===== src/hw/rtl/mbrtu_pkg.sv =====
// Shared types, constants and CRC table function for the Modbus RTU response receiver.
package mbrtu_pkg;

  localparam int unsigned MaxFrameBytesDef = 256;

  localparam int unsigned ByteW    = 8;
  localparam int unsigned GapW     = 16;
  localparam int unsigned SilenceW = 16;
  localparam int unsigned TimerW   = 20;
  localparam int unsigned CfgW     = 20;
  localparam int unsigned CfgIdxW  = 2;

  // Defaults at 9600 baud: t1.5 and t3.5 in microseconds, 100 ms response timeout.
  localparam logic [GapW-1:0]     GapEndReset  = GapW'(15000000 / 9600);
  localparam logic [SilenceW-1:0] SilenceReset = SilenceW'(35000000 / 9600);
  localparam logic [TimerW-1:0]   TimeoutReset = TimerW'(100 * 1000);

  localparam logic [TimerW-1:0] TimerMax = {TimerW{1'b1}};
  localparam logic [15:0]       CrcInit  = 16'hFFFF;
  localparam logic [15:0]       CrcPoly  = 16'hA001;

  typedef enum logic [1:0] {
    OpStart = 2'd0,
    OpByte  = 2'd1,
    OpTick  = 2'd2,
    OpNop   = 2'd3
  } op_e;

  typedef enum logic [1:0] {
    StOk       = 2'd0,
    StTimeout  = 2'd1,
    StCrcError = 2'd2,
    StTooShort = 2'd3
  } status_e;

  typedef enum logic [1:0] {
    PhIdle    = 2'd0,
    PhWait    = 2'd1,
    PhCollect = 2'd2,
    PhSilence = 2'd3
  } phase_e;

  typedef enum logic [CfgIdxW-1:0] {
    CfgGapEnd  = 2'd0,
    CfgSilence = 2'd1,
    CfgTimeout = 2'd2
  } cfg_idx_e;

  localparam logic KindEcho    = 1'b0;
  localparam logic KindVerdict = 1'b1;

  typedef struct packed {
    logic [1:0]       opcode;
    logic [ByteW-1:0] rx_byte;
  } mbrtu_in_t;

  typedef struct packed {
    logic             result_kind;
    logic [ByteW-1:0] byte_value;
    logic [ByteW-1:0] byte_index;
    logic [1:0]       status;
    logic [ByteW-1:0] slave_address;
    logic [ByteW-1:0] function_code;
    logic             is_exception;
    logic [ByteW-1:0] exception_code;
    logic [ByteW-1:0] pdu_length;
  } mbrtu_out_t;

  typedef struct packed {
    logic [GapW-1:0]     gap_end_ticks;
    logic [SilenceW-1:0] silence_ticks;
    logic [TimerW-1:0]   response_timeout_ticks;
  } mbrtu_cfg_t;

  // One entry of the reflected CRC-16/MODBUS byte table.
  function automatic logic [15:0] crc_table(input logic [7:0] idx);
    logic [15:0] c;
    c = {8'h00, idx};
    for (int i = 0; i < 8; i++) begin
      c = c[0] ? ((c >> 1) ^ CrcPoly) : (c >> 1);
    end
    return c;
  endfunction

  // Table-driven update of the running CRC with one byte.
  function automatic logic [15:0] crc_feed(input logic [15:0] crc, input logic [7:0] b);
    return {8'h00, crc[15:8]} ^ crc_table(crc[7:0] ^ b);
  endfunction

endpackage


===== src/hw/rtl/modbus_rtu_response_receiver.sv =====
// Top level of the Modbus RTU response receiver: input register, frame logic, result register.
//
// Takes one item per clock while in_stall_o is low: a start command, a received UART byte or a
// one-microsecond tick. Every item passes an input register, the frame logic (state machine,
// saturating 20-bit tick timer, header capture and a single table step of CRC-16/MODBUS)
// and lands in a result register, from which its result is offered, and the block sustains
// one item per cycle for as long as the result side does
// not stall. A stall on the result side holds the result register and, once the input
// register is also full, raises in_stall_o. Each accepted byte in a frame is echoed with
// its index; a frame ends on more than gap_end_ticks of silence or at MaxFrameBytes
// bytes, and after silence_ticks of silence a verdict reports status, header and payload
// length. Bytes arriving while idle or during silence are dropped. Configuration writes
// take effect at once and are meant to happen only while the block is idle.
module modbus_rtu_response_receiver #(
  parameter int unsigned MaxFrameBytes = mbrtu_pkg::MaxFrameBytesDef
) (
  input  logic                          clk_i,
  input  logic                          rst_ni,
  input  logic                          cfg_we_i,
  input  logic [mbrtu_pkg::CfgIdxW-1:0] cfg_idx_i,
  input  logic [mbrtu_pkg::CfgW-1:0]    cfg_wdata_i,
  input  logic                          in_valid_i,
  output logic                          in_stall_o,
  input  mbrtu_pkg::mbrtu_in_t          in_data_i,
  output logic                          out_valid_o,
  input  logic                          out_stall_i,
  output mbrtu_pkg::mbrtu_out_t         out_data_o
);

  mbrtu_pkg::mbrtu_cfg_t cfg;
  mbrtu_pkg::mbrtu_in_t  in_q;
  mbrtu_pkg::mbrtu_out_t out_q;
  mbrtu_pkg::mbrtu_out_t res;
  logic                  in_valid_q;
  logic                  out_valid_q;
  logic                  res_valid;
  logic                  out_free;
  logic                  advance;
  logic                  in_accept;

  // Result register is free when empty or being taken this cycle.
  assign out_free   = !out_valid_q || !out_stall_i;
  // Process the held item only when its result has somewhere to go.
  assign advance    = in_valid_q && out_free;
  assign in_stall_o = in_valid_q && !out_free;
  assign in_accept  = in_valid_i && !in_stall_o;

  mbrtu_cfg_regs u_cfg_regs (
    .clk_i       (clk_i),
    .rst_ni      (rst_ni),
    .cfg_we_i    (cfg_we_i),
    .cfg_idx_i   (cfg_idx_i),
    .cfg_wdata_i (cfg_wdata_i),
    .cfg_o       (cfg)
  );

  mbrtu_frame_ctrl #(
    .MaxFrameBytes (MaxFrameBytes)
  ) u_frame_ctrl (
    .clk_i       (clk_i),
    .rst_ni      (rst_ni),
    .step_i      (advance),
    .item_i      (in_q),
    .cfg_i       (cfg),
    .res_valid_o (res_valid),
    .res_o       (res)
  );

  // Input register: load on accept, drop once processed.
  always_ff @(posedge clk_i or negedge rst_ni) begin
    if (!rst_ni) begin
      in_valid_q <= 1'b0;
    end else if (in_accept) begin
      in_valid_q <= 1'b1;
    end else if (advance) begin
      in_valid_q <= 1'b0;
    end
  end

  always_ff @(posedge clk_i) begin
    if (in_accept) begin
      in_q <= in_data_i;
    end
  end

  // Result register: refill or empty whenever it is free.
  always_ff @(posedge clk_i or negedge rst_ni) begin
    if (!rst_ni) begin
      out_valid_q <= 1'b0;
    end else if (out_free) begin
      out_valid_q <= advance && res_valid;
    end
  end

  always_ff @(posedge clk_i) begin
    if (advance && res_valid) begin
      out_q <= res;
    end
  end

  assign out_valid_o = out_valid_q;
  assign out_data_o  = out_q;

  a_stall_needs_item : assert property (@(posedge clk_i) disable iff (!rst_ni)
    in_stall_o |-> in_valid_q)
    else $error("input stalled with no item held");

  a_timeout_fields_clear : assert property (@(posedge clk_i) disable iff (!rst_ni)
    out_valid_o && out_data_o.result_kind == mbrtu_pkg::KindVerdict &&
    out_data_o.status == mbrtu_pkg::StTimeout
    |-> out_data_o.slave_address == 8'h00 && out_data_o.pdu_length == 8'h00)
    else $error("timeout verdict carries frame fields");

  a_echo_fields_clear : assert property (@(posedge clk_i) disable iff (!rst_ni)
    out_valid_o && out_data_o.result_kind == mbrtu_pkg::KindEcho
    |-> out_data_o.status == mbrtu_pkg::StOk && out_data_o.pdu_length == 8'h00)
    else $error("echo item carries verdict fields");

  a_held_result_kept : assert property (@(posedge clk_i) disable iff (!rst_ni)
    out_valid_q && out_stall_i |=> out_valid_q && $stable(out_q))
    else $error("stalled result lost or changed");

endmodule


===== src/hw/rtl/mbrtu_cfg_regs.sv =====
// Configuration registers of the Modbus RTU response receiver.
module mbrtu_cfg_regs (
  input  logic                                clk_i,
  input  logic                                rst_ni,
  input  logic                                cfg_we_i,
  input  logic [mbrtu_pkg::CfgIdxW-1:0]       cfg_idx_i,
  input  logic [mbrtu_pkg::CfgW-1:0]          cfg_wdata_i,
  output mbrtu_pkg::mbrtu_cfg_t               cfg_o
);

  mbrtu_pkg::mbrtu_cfg_t cfg_q, cfg_d;

  always_comb begin
    cfg_d = cfg_q;
    if (cfg_we_i) begin
      case (mbrtu_pkg::cfg_idx_e'(cfg_idx_i))
        mbrtu_pkg::CfgGapEnd:  cfg_d.gap_end_ticks = cfg_wdata_i[mbrtu_pkg::GapW-1:0];
        mbrtu_pkg::CfgSilence: cfg_d.silence_ticks = cfg_wdata_i[mbrtu_pkg::SilenceW-1:0];
        mbrtu_pkg::CfgTimeout: begin
          cfg_d.response_timeout_ticks = cfg_wdata_i[mbrtu_pkg::TimerW-1:0];
        end
        default: cfg_d = cfg_q;
      endcase
    end
  end

  always_ff @(posedge clk_i or negedge rst_ni) begin
    if (!rst_ni) begin
      cfg_q.gap_end_ticks          <= mbrtu_pkg::GapEndReset;
      cfg_q.silence_ticks          <= mbrtu_pkg::SilenceReset;
      cfg_q.response_timeout_ticks <= mbrtu_pkg::TimeoutReset;
    end else begin
      cfg_q <= cfg_d;
    end
  end

  assign cfg_o = cfg_q;

endmodule


===== src/hw/rtl/mbrtu_frame_ctrl.sv =====
// Frame state machine, timers, header capture and CRC check of the receiver.
module mbrtu_frame_ctrl #(
  parameter int unsigned MaxFrameBytes = mbrtu_pkg::MaxFrameBytesDef
) (
  input  logic                   clk_i,
  input  logic                   rst_ni,
  input  logic                   step_i,
  input  mbrtu_pkg::mbrtu_in_t   item_i,
  input  mbrtu_pkg::mbrtu_cfg_t  cfg_i,
  output logic                   res_valid_o,
  output mbrtu_pkg::mbrtu_out_t  res_o
);

  localparam int unsigned CntW = $clog2(MaxFrameBytes + 1);
  localparam logic [CntW-1:0] MaxCnt = CntW'(MaxFrameBytes);
  localparam logic [CntW-1:0] MinCnt = CntW'(3);
  localparam logic [CntW-1:0] CrcStartCnt = CntW'(2);

  mbrtu_pkg::phase_e phase_q, phase_d;
  logic [mbrtu_pkg::TimerW-1:0] timer_q, timer_d, timer_inc;
  logic [CntW-1:0]  cnt_q, cnt_d, cnt_inc;
  logic [15:0]      crc_q, crc_d;
  logic [15:0]      tail_q, tail_d;
  logic [7:0]       addr_q, addr_d;
  logic [7:0]       func_q, func_d;
  logic [7:0]       third_q, third_d;

  logic                        do_verdict;
  logic                        check_silence;
  mbrtu_pkg::status_e          vstatus;
  mbrtu_pkg::status_e          frame_status;
  logic                        crc_match;

  assign timer_inc = (timer_q == mbrtu_pkg::TimerMax) ? timer_q
                                                      : timer_q + mbrtu_pkg::TimerW'(1);
  assign cnt_inc   = cnt_q + CntW'(1);

  // The CRC trails the input by two bytes; the tail holds the received CRC, low byte first.
  assign crc_match    = (tail_q[15:8] == crc_q[7:0]) && (tail_q[7:0] == crc_q[15:8]);
  assign frame_status = (cnt_q < MinCnt) ? mbrtu_pkg::StTooShort :
                        crc_match        ? mbrtu_pkg::StOk : mbrtu_pkg::StCrcError;

  always_comb begin
    phase_d       = phase_q;
    timer_d       = timer_q;
    cnt_d         = cnt_q;
    crc_d         = crc_q;
    tail_d        = tail_q;
    addr_d        = addr_q;
    func_d        = func_q;
    third_d       = third_q;
    res_valid_o   = 1'b0;
    res_o         = '0;
    do_verdict    = 1'b0;
    check_silence = 1'b0;
    vstatus       = mbrtu_pkg::StOk;

    if (step_i) begin
      case (mbrtu_pkg::op_e'(item_i.opcode))
        mbrtu_pkg::OpStart: begin
          // Abandon any frame in progress and rearm.
          phase_d = mbrtu_pkg::PhWait;
          timer_d = '0;
          cnt_d   = '0;
          crc_d   = mbrtu_pkg::CrcInit;
          tail_d  = '0;
          addr_d  = '0;
          func_d  = '0;
          third_d = '0;
        end
        mbrtu_pkg::OpByte: begin
          if (phase_q inside {mbrtu_pkg::PhWait, mbrtu_pkg::PhCollect}) begin
            if (cnt_q >= CrcStartCnt) begin
              crc_d = mbrtu_pkg::crc_feed(crc_q, tail_q[15:8]);
            end
            tail_d = {tail_q[7:0], item_i.rx_byte};
            if (cnt_q == CntW'(0)) begin
              addr_d = item_i.rx_byte;
            end
            if (cnt_q == CntW'(1)) begin
              func_d = item_i.rx_byte;
            end
            if (cnt_q == CntW'(2)) begin
              third_d = item_i.rx_byte;
            end
            cnt_d   = cnt_inc;
            timer_d = '0;
            phase_d = (cnt_inc >= MaxCnt) ? mbrtu_pkg::PhSilence : mbrtu_pkg::PhCollect;
            res_valid_o      = 1'b1;
            res_o.result_kind = mbrtu_pkg::KindEcho;
            res_o.byte_value  = item_i.rx_byte;
            res_o.byte_index  = 8'(cnt_q);
          end
        end
        mbrtu_pkg::OpTick: begin
          if (phase_q != mbrtu_pkg::PhIdle) begin
            timer_d = timer_inc;
            case (phase_q)
              mbrtu_pkg::PhWait: begin
                if (timer_inc >= cfg_i.response_timeout_ticks) begin
                  do_verdict = 1'b1;
                  vstatus    = mbrtu_pkg::StTimeout;
                end
              end
              mbrtu_pkg::PhCollect: begin
                if (timer_inc > {4'h0, cfg_i.gap_end_ticks}) begin
                  phase_d       = mbrtu_pkg::PhSilence;
                  check_silence = 1'b1;
                end
              end
              mbrtu_pkg::PhSilence: check_silence = 1'b1;
              default: check_silence = 1'b0;
            endcase
            if (check_silence && (timer_inc >= {4'h0, cfg_i.silence_ticks})) begin
              do_verdict = 1'b1;
              vstatus    = frame_status;
            end
          end
        end
        default: phase_d = phase_q;
      endcase

      if (do_verdict) begin
        phase_d           = mbrtu_pkg::PhIdle;
        res_valid_o       = 1'b1;
        res_o.result_kind = mbrtu_pkg::KindVerdict;
        res_o.status      = vstatus;
        if (vstatus != mbrtu_pkg::StTimeout) begin
          res_o.slave_address  = addr_q;
          res_o.function_code  = func_q;
          res_o.is_exception   = func_q[7];
          res_o.exception_code = func_q[7] ? third_q : 8'h00;
          res_o.pdu_length     = (cnt_q >= MinCnt) ? 8'(cnt_q - MinCnt) : 8'h00;
        end
      end
    end
  end

  always_ff @(posedge clk_i or negedge rst_ni) begin
    if (!rst_ni) begin
      phase_q <= mbrtu_pkg::PhIdle;
      timer_q <= '0;
      cnt_q   <= '0;
      crc_q   <= mbrtu_pkg::CrcInit;
      tail_q  <= '0;
      addr_q  <= '0;
      func_q  <= '0;
      third_q <= '0;
    end else begin
      phase_q <= phase_d;
      timer_q <= timer_d;
      cnt_q   <= cnt_d;
      crc_q   <= crc_d;
      tail_q  <= tail_d;
      addr_q  <= addr_d;
      func_q  <= func_d;
      third_q <= third_d;
    end
  end

  a_cnt_bounded : assert property (@(posedge clk_i) disable iff (!rst_ni)
    cnt_q <= MaxCnt)
    else $error("byte count beyond frame limit");

  a_collect_has_bytes : assert property (@(posedge clk_i) disable iff (!rst_ni)
    phase_q == mbrtu_pkg::PhCollect |-> cnt_q != '0)
    else $error("collecting with no byte received");

endmodule

===== config.mk =====
export PLATFORM = sky130hd
export DESIGN_NAME = modbus_rtu_response_receiver
export DESIGN_NICKNAME = d
export VERILOG_FILES = /design/src/hw/rtl/mbrtu_pkg.sv /design/src/hw/rtl/modbus_rtu_response_receiver.sv /design/src/hw/rtl/mbrtu_cfg_regs.sv /design/src/hw/rtl/mbrtu_frame_ctrl.sv
export SDC_FILE = /design/constraint.sdc
export NUM_CORES = 1
export LEC_CHECK = 0
export ABC_AREA = 1
export BUFFER_PORTS_ARGS = -buffer_cell sky130_fd_sc_hd__buf_4
export CAP_MARGIN = 20
export CORE_UTILIZATION = 54
export DETAILED_ROUTE_END_ITERATION = 6
export PLACE_DENSITY = 0.76
export SYNTH_ARGS = -nofsm -noshare
export SYNTH_HDL_FRONTEND = slang
export SYNTH_SLANG_ARGS = --single-unit

===== constraint.sdc =====
create_clock -name clk_i -period 4.6 [get_ports clk_i]
set_input_delay 0 -clock clk_i [delete_from_list [all_inputs] [get_ports clk_i]]
set_output_delay 0 -clock clk_i [all_outputs]
set_load 0.01 [all_outputs]

Yosys cells after proc, flatten, opt, wreduce, memory -nomap -nowiden
Index checks and enable logic that the tools add are counted.

storage, ports and cells
  output and inout bits = 54
  flip-flop bits (word level) = 203
  input port bits = 37
  logic and storage cells = 165

cells by class
  reduce and logical (&&, ||, !) cells = 35
  multiplexer cells = 63
  eq/ne operators = 23
  magnitude comparators = 7
  bitwise operators = 10
  add/subtract/negate cells = 3

operators with widths
  kind                                                                     number
  16-bit two-way mux                                                       12
  16-bit case mux with 2 select lines                                      2
  20-bit two-way mux                                                       3
  20-bit case mux with 3 select lines                                      1
  8-bit two-way mux                                                        6
  8-bit case mux with 2 select lines                                       3
  4-bit AND reduction                                                      7
  2-bit two-way mux                                                        12
  2-bit inverter with 3-bit output                                         7
  20-bit by 1-bit adder with 20-bit output, second input constant          1
  20-bit equality test, second input constant                              1
  20-bit by 16-bit >= comparator with 1-bit output                         1
  20-bit >= comparator                                                     1
  20-bit by 16-bit > comparator with 1-bit output                          1
  1-bit two-way mux                                                        19
  9-bit by 2-bit >= comparator with 1-bit output, second input constant    2
  9-bit case mux with 2 select lines                                       1
  17-bit two-way mux                                                       1
  8-bit equality test                                                      2
  8-bit by 16-bit XOR with 16-bit output                                   1
  2-bit by 1-bit inequality test with 1-bit output, second input constant  7
  3-bit by 1-bit inequality test with 1-bit output, second input constant  4
  9-bit by 1-bit adder with 9-bit output, second input constant            1
  9-bit by 1-bit equality test with 1-bit output, second input constant    1
  other kinds (22)                                                         44

Logic depth before layout (Yosys ltp)
Gate-level depths: netlist (run 1).

  word-level depth = 21
  depth in mapped cells = 34

Modules after synthesis
From an unflattened synthesis (run 1), not the netlist that was laid out.

second synthesis, totals
  cell total of the unflattened synthesis = 1193
  area total of the unflattened synthesis = 10671.5 µm²

by module, submodules not included
  module                        cells each  sequential area each (µm²)  times used  area each (µm²)
  mbrtu_frame_ctrl              883         2197.1                      1           6497.5
  mbrtu_cfg_regs                233         1325.0                      1           2210.9
  modbus_rtu_response_receiver  77          1911.8                      1           1963.1

Least setup slack after synthesis (run 1)
Ideal clock, no wire load.

  path type = register -> register
  start point = register u_frame_ctrl.timer_q[0] (netlist name)
  end point = register out_q (netlist bit out_data_o[0]), enable pin
  path buffers = 1
  slack = -0.123 ns
  stages on the path, launching flop included = 29
  arrival time = 4.313 ns
  library setup time = 0.410 ns
  path through = dfrtp_1 > ha_1 > inv_1 > nor2_2 > nand2_4 > nor2_4 > nand2_4 > nand2_1 > nor2_1 > nand2_1 > nor2_1 > nand2_1 > nor3_1 > xor2_1 > inv_1 > ha_1 > nand2_1 > nor2_1 > nand2_1 > nand2_1 > nand2_1 > nand3_2 > nand2_2 > nand2_2 > nand2_2 > a21oi_4 > nand2_2 > buf_6 > nand2_1

on the way
  cells in the longest elaborated chain, start to end = 16
  elaborated cells between the ends (all ways) = 21
  classes of those cells = 1 x add/sub; 3 x order compare; 1 x eq/ne; 14 x mux; 2 x reduce/logical

ends and longest elaborated chain
  what                                                                                     RTL line                                        source
  start, declared                                                                          mbrtu_frame_ctrl.sv:20                          logic [mbrtu_pkg::TimerW-1:0] timer_q, timer_d, timer_inc;
  start signal, assigned                                                                   mbrtu_frame_ctrl.sv:151                         timer_q <= timer_d;
  20-bit by 1-bit adder with 20-bit output / 20-bit equality test (equally long branches)  mbrtu_frame_ctrl.sv:35, mbrtu_frame_ctrl.sv:34
  20-bit two-way mux (*)                                                                   mbrtu_frame_ctrl.sv:34                          assign timer_inc = (timer_q == mbrtu_pkg::TimerMax) ? timer_q
  20-bit by 16-bit > comparator with 1-bit output                                          mbrtu_frame_ctrl.sv:106                         if (timer_inc > {4'h0, cfg_i.gap_end_ticks}) begin
  1-bit two-way mux                                                                        mbrtu_frame_ctrl.sv:106
  1-bit case mux with 2 select lines                                                       mbrtu_frame_ctrl.sv:98                          case (phase_q)
  1-bit two-way mux                                                                        mbrtu_frame_ctrl.sv:96                          if (phase_q != mbrtu_pkg::PhIdle) begin
  1-bit two-way mux                                                                        mbrtu_frame_ctrl.sv:59                          case (mbrtu_pkg::op_e'(item_i.opcode))
  1-bit two-way mux                                                                        mbrtu_frame_ctrl.sv:58                          if (step_i) begin
  1-bit logical AND                                                                        mbrtu_frame_ctrl.sv:114                         if (check_silence && (timer_inc >= {4'h0, cfg_i.silence_ticks})) begin
  1-bit two-way mux (*)                                                                    mbrtu_frame_ctrl.sv:114
  1-bit two-way mux (*)                                                                    mbrtu_frame_ctrl.sv:96
  1-bit two-way mux (*)                                                                    mbrtu_frame_ctrl.sv:59
  1-bit two-way mux (*)                                                                    mbrtu_frame_ctrl.sv:58
  1-bit two-way mux (*)                                                                    mbrtu_frame_ctrl.sv:123                         if (do_verdict) begin
  1-bit two-way mux (*)                                                                    mbrtu_frame_ctrl.sv:58
  1-bit logical AND (*)                                                                    modbus_rtu_response_receiver.sv:96              if (advance && res_valid) begin
  end signal, assigned                                                                     modbus_rtu_response_receiver.sv:97              out_q <= res;
  end, declared                                                                            modbus_rtu_response_receiver.sv:32              mbrtu_pkg::mbrtu_out_t out_q;

Every way passes the cells marked *; elsewhere a longest branch is shown, timed or not. The select of a mux whose other input is x is not followed.
A chain may end at the register's enable or synchronous reset.

Final worst setup path (run 1)
  start point = register u_frame_ctrl.timer_q[0] (netlist name)
  end point = register out_q (netlist bit out_data_o[1]), enable pin

The elaborated chain is that of the path after synthesis.

==> summary.md, run 1 <==
| Metric | Value |
|---|---|
| Mapped cell area | `between 10000 and 15000 um2` |
| Number of CTS-inserted buffers | `22` |
| Final Non-Filler Cells | `between 1.5k and 2k` |
| Total GRT Usage | `24.5%` |
| Leakage dissipation | `0.00610 uW` |
| Worst-margin pin slew | `0.967 ns` |
| Max-slew violations | `0` |
| Tmin final | `4.17 ns` |
| Setup TNS Final | `0 ns` |
| DP Cell Count | `1488` |
| Clk Latency, worst-skew pair | `0.51 ns` |
| Die X | `between 100 and 150 um` |
| Max incr delay on CP | `around 0.40 ns` |
| H-tree Lvls | `1` |
| Post-synth top flop | `dfrtp_1` |
| Area grow syn2layout | `20.4%` |
| Antenna viol nets, final | `0` |
| R2r endpoint | `out_data_o[1]` |
| CTS tree | `yes` |
| Critical Path Fanout Max | `25` |
| Crit-path leading delay family | `simple AND/OR/NAND/NOR gates` |
| First-pass GRT wire length | `39000 um` |
| Placement Setup Slack | `between 0.4 and 0.5 ns` |
| Flop2flop setup slack | `0.43 ns` |
| Final Worst Setup Slack | `between 0.4 and 0.5 ns` |
| DR iter-0 viols | `between 500 and 600` |
| Layout Nets | `1394` |
| Mapped Nets | `1263` |
| Final instance area | `approximately 13000 um2` |
| Initial antenna violation count | `0` |
| Min-delay src | `cfg_we_i` |
| Endpoints failing hold | `0` |
| Worst Path Required | `4.82 ns` |
| Yosys reg bits | `202` |
| Drt pass-1 iters | `5` |
| Area of the multi-input gates | `4160 um2` |
| DR WL/cell | `14.9 um` |
| Max Cap Viol | `0` |
| Row cnt | `50` |
| Crit path launch type | `flop` |
| DRC violations left | `0` |
| Die H | `141 um` |
| IO buf count | `90` |
| Ys Warns | `0` |
| R2r worst-path depth | `25` |
| Die area | `20000 um2` |
| Initial Util | `55.6%` |
| Post-synthesis sequential area ratio | `51.4%` |
| Fraction of layout cells with a size suffix above 1 | `18.3%` |
| RR Startpoint | `u_frame_ctrl.timer_q[0]` |
| Io pins | `~90` |
| Detailed Place HPWL | `16100 um` |
| Total grt overflow | `0` |
| Number of global-route vias before repair | `roughly 8k` |
| Worst slew margin | `35.4%` |
| FMAX | `0.240 GHz` |
| Critical path class | `flop to flop` |
| Gpl congestion | `0.888` |
| Nature of the critical path endpoint | `flop` |
| Syn Area/Cell | `9.08 um2` |
| Vias/cell | `5.17` |
| Setup Skew | `0.0167 ns` |
| Post-synth EDFFs | `just over 60` |
| Placed cell area | `11500 um2` |
| Cell variety after synth | `46` |
| Largest net degree at the start of global routing | `99` |
| Clk pin slew, worst setup/hold paths | `0.06 ns` |
| Cells after Synth | `1157` |
| Period utilisation layout | `90.7%` |
| Clock Root Buffer | `clkbuf_16` |
| # fillers | `1516` |
| WL final | `23400 um` |
| Hold path cells | `5` |
| Cell mode on critical path | `nand2_1` |
| Pwr dens | `roughly 470 nW/um2` |
| Hold Path End | `u_cfg_regs.cfg_o[16]` |
| Hold Path Class | `input pin to flop` |
| Final setup violation count | `0` |
| Worst Path Arrival | `4.39 ns` |
| Ant diodes | `0` |
| RSZ-0062 raised after global routing | `false` |
| Num Clock Sinks | `202` |
| CP bufs+invs | `3` |
| CP max stage cell | `dfrtp_1` |
| Clk buf depth | `3` |
| VDD IR-drop max | `0.261 mV` |
| Ys async rst share | `69.8%` |
| Storage cell area | `5400 um2` |
| CORE AREA | `between 15000 and 20000 um2` |
| Status | `completed` |
| Via Count | `~8.1k` |
[worst min-delay path, stage by stage]
cell     delay [ns]
buf_4          0.09
nand2_1        0.05
buf_4          0.25
nor2_1         0.13
a21oi_1        0.04
[cell usage after synthesis (2+ instances only)]
cell type	instances	share of area, %
nand3_1	36	1.7
nor3_1	13	0.62
nand2_1	210	7.5
o21ai_1	2	0.095
xnor2_1	8	0.67
or2_2	2	0.12
nor2_1	93	3.3
o22ai_1	22	1.3
a211oi_1	3	0.21
nand4_4	2	0.40
nand2_2	10	0.60
nor4_1	2	0.12
nand3_2	4	0.38
a21oi_1	44	2.1
nand2_4	4	0.43
a31oi_1	3	0.18
a22oi_1	3	0.21
buf_6	2	0.21
a21boi_0	2	0.14
nor2_4	4	0.43
dfstp_2	35	8.8
xor2_1	21	1.8
inv_1	203	7.3
inv_2	5	0.18
o32ai_1	2	0.17
edfxtp_1	61	17
ha_1	69	8.2
nor2_2	14	0.83
o21ai_0	109	5.2
clkbuf_1	26	0.93
dfrtp_1	106	25
nor3_2	16	1.5
nand4_1	8	0.48
[final cells by class]
type	instances	share of cell area, %
Clock buffer	33	4.99
Clock inverter	7	1.35
Inverter	209	6.26
Multi-Input combinational cell	715	32.9
Sequential cell	202	42.7
Tap cell	260	2.57
Timing Repair Buffer	138	9.22
[flip-flops by register name (all words and copies together) (netlist names)]
signal	count
u_frame_ctrl.addr_q	8
out_data_o	51
in_valid_q	1
u_frame_ctrl.tail_q	16
u_frame_ctrl.third_q	8
u_frame_ctrl.crc_q	16
u_frame_ctrl.timer_q	20
u_frame_ctrl.cnt_q	9
out_valid_o	1
u_frame_ctrl.func_q	8
u_frame_ctrl.phase_q	2
u_cfg_regs.cfg_o	52
in_q	10
[cell families (layout without fill, tap and decap cells)]
kind of cell / after synthesis / count (layout) / synth area share (%)
compound gates: 198 / 198 / 10.3
xor+xnor: 29 / 29 / 2.42
fa+ha+maj: 69 / 69 / 8.22
buf+inv: 240 / 387 / 8.99
flops: 202 / 202 / 51.4
simple gates: 419 / 419 / 18.6
[cell usage in the layout (no fill, tap or decap), types with 3 or more instances in the layout]
master         synthesis  layout
a211oi_1               3       3
a21oi_1               44      44
a22oi_1                3       3
a31oi_1                3       3
buf_4                  1      99
bufinv_16              0       5
clkbuf_1              26       7
clkbuf_16              0      23
clkbuf_8               0       4
dfrtp_1              106     106
dfstp_2               35      35
dlygate4sd3_1          0      34
edfxtp_1              61      61
ha_1                  69      69
inv_1                203     203
inv_2                  5       5
nand2_1              210     209
nand2_2               10      11
nand2_4                4       4
nand3_1               36      36
nand3_2                4       4
nand4_1                8       8
nor2_1                93      93
nor2_2                14      14
nor2_4                 4       4
nor3_1                13      13
nor3_2                16      16
o21ai_0              109     109
o22ai_1               22      22
xnor2_1                8       8
xor2_1                21      21
[layer usage]
layer	vias to the layer above	part of all wire [%]	wire, um	global-route usage, %
met2	214	47	11000	40.2
met5	-	0	0	0
met3	45	5.2	1210	4.22
met1	3827	46	10600	33.8
li1	3997	-	-	-
met4	0	2.3	540	6.51
[power breakdown]
| part | switching (uW) | total [uW] | internal [uW] | leakage, uW |
|---|---|---|---|---|
| clock | 709 | 1940 | 1230 | 0.000390 |
| sequential | 200 | 2440 | 2240 | 0.00233 |
| combinational | 936 | 1520 | 582 | 0.00338 |
[worst max-delay path by stage]
stage | startpoint | endpoint | cells after the start
floorplan | u_frame_ctrl.timer_q[0] | out_data_o[0] | 28
global placement | u_frame_ctrl.timer_q[0] | out_data_o[19] | 29
detailed placement | u_frame_ctrl.timer_q[0] | out_data_o[17] | 29
CTS | u_frame_ctrl.timer_q[0] | out_data_o[27] | 29
global route | u_frame_ctrl.timer_q[0] | out_data_o[1] | 29
finish | u_frame_ctrl.timer_q[0] | out_data_o[1] | 25
[timing repair]
action / CTS / global route
gates resized for setup: 0 / 1
hold endpoints to repair: 143 / 0
buffers inserted: 0 / 0
endpoints found under the setup margin: 0 / 14
hold buffers: 34 / 0
[through the flow]
step | hold WS (ns) | power (uW) | util [%]
finish | 0.0566 | 5900 | 67.0
global route | 0.0955 | 6260 | 67.0
CTS | 0.0452 | 5910 | 66.7
detailed placement | 0.161 | 3930 | 60.7
global placement | 0.168 | 3880 | 60.7
floorplan | -0.296 | 3470 | -
No activity file was read; power rests on OpenSTA's default activity.
==> inputs of run 2 (changes only) <==
--- a/config.mk
+++ b/config.mk
@@ -8,9 +8,11 @@
 export ABC_AREA = 1
 export BUFFER_PORTS_ARGS = -buffer_cell sky130_fd_sc_hd__buf_4
 export CAP_MARGIN = 20
-export CORE_UTILIZATION = 54
+export CELL_PAD_IN_SITES_DETAIL_PLACEMENT = 1
+export CELL_PAD_IN_SITES_GLOBAL_PLACEMENT = 1
+export CORE_UTILIZATION = 42
 export DETAILED_ROUTE_END_ITERATION = 6
-export PLACE_DENSITY = 0.76
+export PLACE_DENSITY_LB_ADDON = 0.1
 export SYNTH_ARGS = -nofsm -noshare
 export SYNTH_HDL_FRONTEND = slang
 export SYNTH_SLANG_ARGS = --single-unit
==> constraint.sdc (replaced) <==
create_clock -name clk_i -period 3.45 [get_ports clk_i]
set_input_delay 0 -clock clk_i [delete_from_list [all_inputs] [get_ports clk_i]]
set_output_delay 0 -clock clk_i [all_outputs]
set_load 0.01 [all_outputs]
==> run 2 against run 1 <==
The flow now finishes with violations (setup timing). Clock skew increased by 0.0066 ns. Largest cell class unchanged. Final cell count is 10% higher. Core utilization down 10 points. Power increased by 38%. Largest power group unchanged. Highest routed layer unchanged.
==> summary.md, run 2 (synthesized netlist as in run 1, its figures left out) <==
| Metric | Value |
|---|---|
| Status | `complete, but fails checks` |
| Violated checks | `setup timing` |
| Critical Path Fanout Max | `6` |
| Pwr dens | `a little under 600 nW/um2` |
| Worst slew margin | `32.8%` |
| WL final | `30000 um` |
| Die area | `25700 um2` |
| Initial Util | `42.9%` |
| Hold Path Class | `input pin to async pin` |
| Cell mode on critical path | `nand2_4` |
| Layout Nets | `1492` |
| Max-slew violations | `0` |
| Leakage dissipation | `0.00670 uW` |
| Critical path class | `flop to flop` |
| Placed cell area | `around 12000 um2` |
| Total GRT Usage | `23.7%` |
| DRC violations left | `0` |
| DR WL/cell | `17.3 um` |
| Final Non-Filler Cells | `1728` |
| H-tree Lvls | `1` |
| Hold slack | `around 0.012 ns` |
| Nature of the critical path endpoint | `flop` |
| Clk Latency, worst-skew pair | `0.54 ns` |
| Most common cell after layout, fill and taps aside | `inv_1` |
| Period utilisation layout | `111%` |
| Number of global-route vias before repair | `approximately 9.2k` |
| DR iter-0 viols | `379` |
| Clk pin slew, worst setup/hold paths | `about 0.06 ns` |
| Area grow syn2layout | `32.6%` |
| Drt pass-1 iters | `5` |
| Worst Path Arrival | `approximately 4.1 ns` |
| Crit path launch type | `flop` |
| Worst Path Required | `about 3.8 ns` |
| R2r endpoint | `out_data_o[14]` |
| Number of flip-flops in the largest register | `52` |
| Worst-margin pin slew | `1.01 ns` |
| Detailed Place HPWL | `roughly 20000 um` |
| Antenna viol nets, final | `0` |
| Endpoints failing hold | `0` |
| Final Worst Setup Slack | `-0.388 ns` |
| Largest net degree at the start of global routing | `87` |
| CTS tree | `yes` |
| IO buf count | `90` |
| Ant diodes | `0` |
| Die X | `between 150 and 200 um` |
| Number of CTS-inserted buffers | `24` |
| Initial antenna violation count | `0` |
| Most frequent cells in the layout | `inv_1 (199), nand2_1 (196), buf_4 (187)` |
| Io pins | `91` |
| VDD IR-drop max | `0.532 mV` |
| Vias/cell | `5.00` |
| Max Cap Viol | `0` |
| Row cnt | `57` |
| Max incr delay on CP | `0.40 ns` |
| Tot Pwr | `roughly 8100 uW` |
| Setup Skew | `0.0234 ns` |
| Die H | `160 um` |
| Total grt overflow | `0` |
| RR Startpoint | `u_frame_ctrl.timer_q[12]` |
| Clk buf depth | `3` |
| RSZ-0062 raised after global routing | `true` |
| Flop2flop setup slack | `-0.39 ns` |
| Final instance area | `about 14000 um2` |
| CP max stage cell | `dfrtp_1` |
| Final setup violation count | `approximately 90` |
| Clock Root Buffer | `clkbuf_16` |
| First-pass GRT wire length | `between 40000 and 50000 um` |
| Tmin final | `3.84 ns` |
| Gpl congestion | `0.855` |
| R2r worst-path depth | `29` |
| Via Count | `about 8.6k` |
| Fraction of layout cells with a size suffix above 1 | `28.3%` |
| CORE AREA | `24500 um2` |
| Num Clock Sinks | `about 200` |
| DP Cell Count | `between 1.5k and 2k` |
| FMAX | `0.261 GHz` |
run 2: cell types whose count changed in the layout (fill, tap and decap cells not counted), sizes merged:
cell	previous run	this run
clkinvlp	0	2
bufinv	5	2
buf	103	198
dlygate4sd3	34	35
clkinv	2	9
clkbuf	34	32
run 2: routing by layer:
layer  track usage (%)  routed length (um)  up-vias  share of wire, %
met5                 0                   0        -                 0
met4              4.50                 415        0               1.4
met3              2.62                 969       35               3.2
met2              39.8               14300      132                48
met1              33.2               14300     4274                48
li1                  -                   -     4196                 -
run 2: area by class of cell:
cell class / instances / area (um2)
Fill cell: 2796 / 10500
Sequential cell: 202 / 5400
Multi-Input combinational cell: 715 / 4520
Timing Repair Buffer: 234 / 2000
Inverter: 209 / 792
Clock buffer: 31 / 667
Tap cell: 324 / 405
Clock inverter: 13 / 135
run 2: critical path, delay by kind of cell, from the launching register on:
| family | cells | cell delay, ns |
|---|---|---|
| and+or+nand+nor | 21 | 1.97 |
| buffers and inverters | 3 | 0.44 |
| DFF | 1 | 0.40 |
| AOI/OAI and AO/OA | 3 | 0.38 |
| adders and majority gates | 1 | 0.23 |
| xor gates and xnor gates | 1 | 0.18 |
run 2: stage by stage:
stage	utilization [%]	setup WS, ns	setup TNS [ns]
global route	56.9	-0.571	-47.20
CTS	56.3	-0.300	-22.61
finish	56.9	-0.388	-30.09
global placement	49.5	-0.383	-30.81
floorplan	-	-0.219	-11.29
detailed placement	49.5	-0.505	-40.93
run 2: power by group:
| part | total [uW] | switching (uW) | internal (uW) |
|---|---|---|---|
| Clock | 2540 | 1020 | 1520 |
| Combinational | 2300 | 1400 | 899 |
| Sequential | 3260 | 276 | 2990 |
run 2: worst max path at each step:
stage,startpoint,end,slack [ns],cells after the start
global placement,u_frame_ctrl.timer_q[0],out_data_o[24],-0.38,28
detailed placement,u_frame_ctrl.timer_q[0],out_data_o[24],-0.51,28
finish,u_frame_ctrl.timer_q[12],out_data_o[14],-0.39,29
CTS,u_frame_ctrl.timer_q[0],out_data_o[49],-0.30,25
floorplan,u_frame_ctrl.timer_q[0],out_data_o[0],-0.22,29
global route,u_frame_ctrl.timer_q[12],out_data_o[14],-0.57,29
run 2: what timing repair did:
action	CTS	global route
gates cloned	4	1
resized for setup	49	29
hold endpoints to repair	125	0
pin swaps	16	21
hold buffers	35	0
endpoints found under the setup margin	89	89
buffers inserted	21	9
